`config.mk`:
```
export PLATFORM = sky130hd
export DESIGN_NAME = tkos_cell
export DESIGN_NICKNAME = d
export VERILOG_FILES = /design/src/rtl/tkos_pkg.sv /design/src/rtl/tkos_cell.sv
export SDC_FILE = /design/constraint.sdc
export NUM_CORES = 1
export LEC_CHECK = 0
export BUFFER_PORTS_ARGS = -buffer_cell sky130_fd_sc_hd__clkbuf_2
export CORE_AREA = 2 2 181 183
export CTS_BUF_LIST = sky130_fd_sc_hd__clkbuf_4
export DETAILED_ROUTE_END_ITERATION = 10
export DIE_AREA = 0 0 183 185
export HOLD_SLACK_MARGIN = 0.1
export MAX_ROUTING_LAYER = met4
export PLACE_DENSITY_LB_ADDON = 0.3
export SYNTH_ARGS = -nofsm -noshare
export SYNTH_HDL_FRONTEND = slang
export SYNTH_SLANG_ARGS = --single-unit
```
`constraint.sdc`:
```
create_clock -name clk_i -period 8.48 [get_ports clk_i]
set_clock_uncertainty 0.2 [all_clocks]
set_input_delay 0.848 -clock clk_i [delete_from_list [all_inputs] [get_ports clk_i]]
set_output_delay 0.848 -clock clk_i [all_outputs]
set_load 0.005 [all_outputs]
```
`src/rtl/tkos_pkg.sv`:
```
// Shared types, configuration indexes and the row ordering function
// for the top-N selector. No dependencies.
package tkos_pkg;

  localparam int unsigned KeyW    = 32;
  localparam int unsigned TagW    = 16;
  localparam int unsigned CntW    = 7;
  localparam int unsigned NKeysW  = 2;
  localparam int unsigned DirW    = 3;
  localparam int unsigned CfgIdxW = 8;
  localparam int unsigned DataW   = 3 * KeyW + TagW;

  localparam logic [CfgIdxW-1:0] CFG_KEEP_COUNT     = 8'd0;
  localparam logic [CfgIdxW-1:0] CFG_SKIP_COUNT     = 8'd1;
  localparam logic [CfgIdxW-1:0] CFG_KEYS_IN_USE    = 8'd2;
  localparam logic [CfgIdxW-1:0] CFG_KEY_DIRECTIONS = 8'd3;

  typedef struct packed {
    logic signed [KeyW-1:0] key_first;
    logic signed [KeyW-1:0] key_second;
    logic signed [KeyW-1:0] key_third;
    logic [TagW-1:0]        tag;
  } row_t;

  typedef struct packed {
    logic [NKeysW-1:0] keys_in_use;
    logic [DirW-1:0]   key_directions;
  } cmp_cfg_t;

  typedef struct packed {
    logic load;
    logic shift;
  } cell_ctrl_t;

  typedef enum logic [1:0] {
    ST_LOAD,
    ST_SKIP,
    ST_EMIT
  } state_e;

  // true when row a sorts strictly before row b
  function automatic logic row_better(row_t a, row_t b, cmp_cfg_t cfg);
    logic signed [KeyW-1:0] x [3];
    logic signed [KeyW-1:0] y [3];
    logic res;
    logic done;
    x[0] = a.key_first;
    x[1] = a.key_second;
    x[2] = a.key_third;
    y[0] = b.key_first;
    y[1] = b.key_second;
    y[2] = b.key_third;
    res  = 1'b0;
    done = 1'b0;
    for (int k = 0; k < 3; k++) begin
      if (!done && (NKeysW'(k) < cfg.keys_in_use) && (x[k] != y[k])) begin
        res  = cfg.key_directions[k] ? (x[k] > y[k]) : (x[k] < y[k]);
        done = 1'b1;
      end
    end
    return res;
  endfunction

endpackage

```
`src/rtl/tkos_cell.sv`:
```
// One slot of the sorted insertion chain: holds a row and its valid bit.
// Depends on tkos_pkg.
module tkos_cell #(
  parameter int unsigned IDX  = 0,
  parameter int unsigned LIMW = 7
) (
  input  logic               clk_i,
  input  logic               rst_ni,
  input  tkos_pkg::cell_ctrl_t ctrl_i,
  input  tkos_pkg::cmp_cfg_t cfg_i,
  input  logic [LIMW-1:0]    lim_i,
  input  tkos_pkg::row_t     in_row_i,
  input  logic               reject_i,
  input  logic               prev_take_i,
  input  tkos_pkg::row_t     prev_row_i,
  input  logic               prev_valid_i,
  input  tkos_pkg::row_t     next_row_i,
  input  logic               next_valid_i,
  output tkos_pkg::row_t     row_o,
  output logic               valid_o,
  output logic               take_o,
  output logic               miss_o
);
  import tkos_pkg::*;

  row_t row_q, row_d;
  logic valid_q, valid_d;
  logic in_range;
  logic hit;
  logic last_slot;

  assign in_range  = lim_i > LIMW'(IDX);
  assign last_slot = lim_i == LIMW'(IDX + 1);
  assign valid_o   = valid_q && in_range;
  assign hit       = !valid_o || row_better(in_row_i, row_q, cfg_i);
  assign miss_o    = last_slot && valid_o && !hit;
  assign take_o    = in_range && !reject_i && (prev_take_i || hit);
  assign row_o     = row_q;

  always_comb begin
    row_d   = row_q;
    valid_d = valid_q;
    if (ctrl_i.load) begin
      valid_d = valid_o;
      if (prev_take_i) begin
        row_d   = prev_row_i;
        valid_d = prev_valid_i && in_range;
      end else if (take_o) begin
        row_d   = in_row_i;
        valid_d = 1'b1;
      end
    end else if (ctrl_i.shift) begin
      row_d   = next_row_i;
      valid_d = next_valid_i && in_range;
    end
  end

  always_ff @(posedge clk_i or negedge rst_ni) begin
    if (!rst_ni) begin
      valid_q <= 1'b0;
    end else begin
      valid_q <= valid_d;
    end
  end

  always_ff @(posedge clk_i) begin
    row_q <= row_d;
  end

endmodule

```
==> implementation parameters <==
Parameter                              Value

Worst setup path
  Delay contributed by the slowest stage of the critical path ... 0.43 ns
  Critical path type ... flop to output pin
  CP startpoint kind ... flop
  Cells traversed along the worst timing path ... inv_1 > ha_1 > a21oi_2 > o21ai_1 > a221o_1 > a2111o_1 > or3_4 > a2111oi_4 > a211oi_2 > a211oi_1 > clkbuf_2
  Arrival time worst endpoint ... 3.73 ns
  Max stage delay cell, worst path ... sky130_fd_sc_hd__edfxtp_1
  Data required time of the critical path ... 7.43 ns
  Worst-path fanout max ... 3
  Endpoint type of the worst setup path ... output pin

Logic synthesis
  Yosys top cell by area ... sky130_fd_sc_hd__edfxtp_1
  Top area cells in the synthesized netlist ... sky130_fd_sc_hd__edfxtp_1, sky130_fd_sc_hd__ha_1, sky130_fd_sc_hd__mux2i_1
  Avg Cell Area, Syn ... 9.648 um2
  Summed instance area of the synthesized netlist ... 8278 um2
  Proportion of synthesized chip area in sequential cells ... 40.93%
  Post-synthesis instance total ... 858
  Number of synthesis warnings ... 0
  Count of different cell masters after synthesis ... 41
  Flip-flop and latch count after synthesis ... 113
  Number of nets in the synthesized netlist ... 1310
  Yosys top cell area share ... 40.63%

Global routing
  First-pass GRT wire length ... 41.86 mm
  Number of antenna violations at the first check in global routing ... 1
  Total gr overflow ... 0
  Number of global-route vias before repair ... 7855
  GRT Util Overall ... 16.71%
  Largest net degree at the start of global routing ... 98

Clock tree
  H-tree depth ... 4
  Insertion delay to the later sink of the worst-skew pair ... 0.55 ns
  Number of buffers added for setup after CTS ... 0
  Cell chosen for the clock root ... sky130_fd_sc_hd__clkbuf_4
  Maximum buffer depth of the clock tree ... 2
  Total CTS buffers ... 17
  Sink count of the clock tree ... 113
  TritonCTS clock tree ... done
  Clock Pin Slew Worst Setup and Hold Paths ... 0.14 ns

Timing
  Maximum frequency from static timing analysis ... 209.3 MHz
  Final setup viols ... 0
  Setup slack of the critical path after layout ... 3.703 ns
  Final-layout setup total negative slack ... 0 ns
  Pins Over Slew Limit ... 0
  Measured slew at the worst slew-check pin ... 0.9291 ns
  Setup repair after global routing missed its margin ... false
  Relative slew slack ... 38.06%
  Final critical-path share of the clock period ... 56.33%
  Shortest clock period the worst path allows after layout ... 4.777 ns
  Total count of hold-check failures in the final report ... 0

Layout
  Share of cells above drive strength 1 ... 38.78%
  Fill cell total of the finished layout ... 3391
  Fin nets ... 1767
  Synthesis-to-layout area growth ... 37.21%

Detailed routing
  Number of detailed-routing iterations run before antenna repair ... 5
  Number of vias after detailed routing ... 7975
  Total detailed-routing wirelength ... 28.23 mm
  Wire length per cell after detailed routing ... 16.25 um
  Final antenna-violating net count ... 0
  Number of design rule violations left after detail routing ... 0
  First-iteration detailed-routing DRC count ... 265
  Vias per Instance ... 4.591

Die
  DIE AREA ... 33860 um2
  DIE WIDTH ... 183 um
  Initial core utilization ... 25.84%
  Std cell rows ... 66
  Core box area ... 32040 um2
  Overall die height ... 185 um
  Boundary pin count ... 471

Place
  Detailed Place HPWL ... 23.45 mm
  Count of input and output buffers ... 470
  DP Worst Slack ... 3.283 ns
  RD Place Congestion ... 0.8509

Power and ir drop
  Maximum vdd ir drop ... 0.00005455 V
  Pwr/cell area ... 146.3 nW/um2
  Leak ... 0.005929 uW

Outcome
  Outcome ... finished clean

Flow run
  Number of violations of the max-capacitance limit ... 0

Min path
  Worst hold-check path type ... flop to flop
where the power goes:
part	total (uW)	switching (uW)	internal [uW]
combinational	497	270	227
clock	433	255	177
sequential	732	32.4	700
routing by layer:
metal,wire [um],up-vias,track usage [%]
li1,-,4028,-
met1,11890,3641,19.18
met2,14360,285,29.27
met3,1687,21,3.854
met4,286,0,4.608
met5,0,-,-
kinds of logic (layout without fill, tap and decap cells):
logic type | count (synthesis) | after routing | share of synthesized area [%]
AOI/OAI and AO/OA | 201 | 201 | 13.88
and+or+nand+nor | 196 | 196 | 10.55
buffers and inverters | 136 | 606 | 6.167
DFF | 113 | 113 | 40.93
muxes | 112 | 112 | 13.54
adders and majority gates | 96 | 96 | 14.51
xor gates and xnor gates | 4 | 4 | 0.4233
other | 0 | 1 | 0
final timing paths:
path	endpoint	cells past startpoint	start	slack, ns
setup / recovery	take_o	11	row_o[33]	3.70
max in group asynchronous	valid_q	2	rst_ni	7.55
setup reg to reg	row_o[43]	11	row_o[33]	3.83
hold reg to reg	valid_q	2	valid_q	0.38
min in group asynchronous	valid_q	2	rst_ni	0.45
hold / removal	valid_q	2	valid_q	0.38
Yosys cell counts:
| cell type | count |
|---|---|
| sky130_fd_sc_hd__a2111o_1 | 2 |
| sky130_fd_sc_hd__a2111oi_0 | 1 |
| sky130_fd_sc_hd__a2111oi_4 | 1 |
| sky130_fd_sc_hd__a211o_1 | 3 |
| sky130_fd_sc_hd__a211oi_1 | 1 |
| sky130_fd_sc_hd__a211oi_2 | 1 |
| sky130_fd_sc_hd__a21o_1 | 8 |
| sky130_fd_sc_hd__a21oi_1 | 150 |
| sky130_fd_sc_hd__a21oi_2 | 2 |
| sky130_fd_sc_hd__a221o_1 | 1 |
| sky130_fd_sc_hd__a221oi_1 | 5 |
| sky130_fd_sc_hd__a22oi_1 | 1 |
| sky130_fd_sc_hd__a311oi_1 | 1 |
| sky130_fd_sc_hd__a31oi_1 | 1 |
| sky130_fd_sc_hd__and4_1 | 3 |
| sky130_fd_sc_hd__and4_2 | 2 |
| sky130_fd_sc_hd__buf_1 | 13 |
| sky130_fd_sc_hd__clkbuf_1 | 25 |
| sky130_fd_sc_hd__dfrtp_1 | 1 |
| sky130_fd_sc_hd__edfxtp_1 | 112 |
| sky130_fd_sc_hd__ha_1 | 96 |
| sky130_fd_sc_hd__inv_1 | 98 |
| sky130_fd_sc_hd__mux2i_1 | 112 |
| sky130_fd_sc_hd__nand2_1 | 23 |
| sky130_fd_sc_hd__nand2b_1 | 2 |
| sky130_fd_sc_hd__nand3_1 | 10 |
| sky130_fd_sc_hd__nand4_1 | 18 |
| sky130_fd_sc_hd__nor2_1 | 123 |
| sky130_fd_sc_hd__nor2b_1 | 6 |
| sky130_fd_sc_hd__nor3_1 | 2 |
| sky130_fd_sc_hd__nor3b_1 | 1 |
| sky130_fd_sc_hd__nor4_1 | 3 |
| sky130_fd_sc_hd__nor4b_1 | 1 |
| sky130_fd_sc_hd__o211ai_1 | 5 |
| sky130_fd_sc_hd__o21ai_0 | 16 |
| sky130_fd_sc_hd__o21ai_1 | 1 |
| sky130_fd_sc_hd__o41ai_2 | 1 |
| sky130_fd_sc_hd__or3_4 | 1 |
| sky130_fd_sc_hd__or4b_2 | 1 |
| sky130_fd_sc_hd__xnor2_1 | 2 |
| sky130_fd_sc_hd__xor2_1 | 2 |
timing repair:
| action | in CTS | in global routing |
|---|---|---|
| hold endpoints to repair | 1 | 0 |
| hold buffers | 1 | 0 |
| setup endpoints to repair | 0 | 0 |
| gates resized for setup | 0 | 0 |
cell usage in the layout, fill, tap and decap left out, types with 3 or more instances in the layout:
cell                           n
sky130_fd_sc_hd__a211o_1       3
sky130_fd_sc_hd__a21o_1        8
sky130_fd_sc_hd__a21oi_1     150
sky130_fd_sc_hd__a221oi_1      5
sky130_fd_sc_hd__and4_1        3
sky130_fd_sc_hd__buf_4         5
sky130_fd_sc_hd__clkbuf_2    468
sky130_fd_sc_hd__clkbuf_4     17
sky130_fd_sc_hd__clkinvlp_4    5
sky130_fd_sc_hd__edfxtp_1    112
sky130_fd_sc_hd__ha_1         96
sky130_fd_sc_hd__inv_1        98
sky130_fd_sc_hd__inv_6         4
sky130_fd_sc_hd__mux2i_1     112
sky130_fd_sc_hd__nand2_1      23
sky130_fd_sc_hd__nand3_1      10
sky130_fd_sc_hd__nand4_1      18
sky130_fd_sc_hd__nor2_1      123
sky130_fd_sc_hd__nor2b_1       6
sky130_fd_sc_hd__nor4_1        3
sky130_fd_sc_hd__o211ai_1      5
sky130_fd_sc_hd__o21ai_0      16
area by class of cell:
cell class                 count  area (um2)  share of cell area (%)
antenna                        1       2.502                 0.02203
clock buffer                  17       127.6                   1.124
clock inverter                15       158.9                   1.399
inverter                      98       367.9                   3.239
multi-input combinational    609        4390                   38.65
sequential                   113        3388                   29.83
tap                          408       510.5                   4.494
timing repair buffer         476        2412                   21.24
sequential cells by signal, indices dropped and copies added, names as in the netlist:
name and flops:
valid_q 1, row_o 112
critical path, delay by kind of cell, from the launching register on:
family | cells | cell delay [ns]
adder cells (fa/ha/maj) | 1 | 0.24
AND/OR/NAND/NOR | 1 | 0.41
AO/OA/AOI/OAI | 7 | 1.84
buffers and inverters | 2 | 0.25
flip-flops | 1 | 0.43
metrics by stage:
stage	hold slack (ns)	area, um2	std cells	util, %	power, uW
after detailed placement	0.3601	11060	1703	34.52	1248
after CTS	0.3431	11360	1736	35.44	1692
after floorplan	0.2847	8289	858	-	1004
final	0.3848	11360	1737	35.45	1662
after global placement	0.3378	11060	1703	34.52	1240
after global routing	0.3572	11360	1737	35.45	1781
No activity file was read; power rests on OpenSTA's default activity.
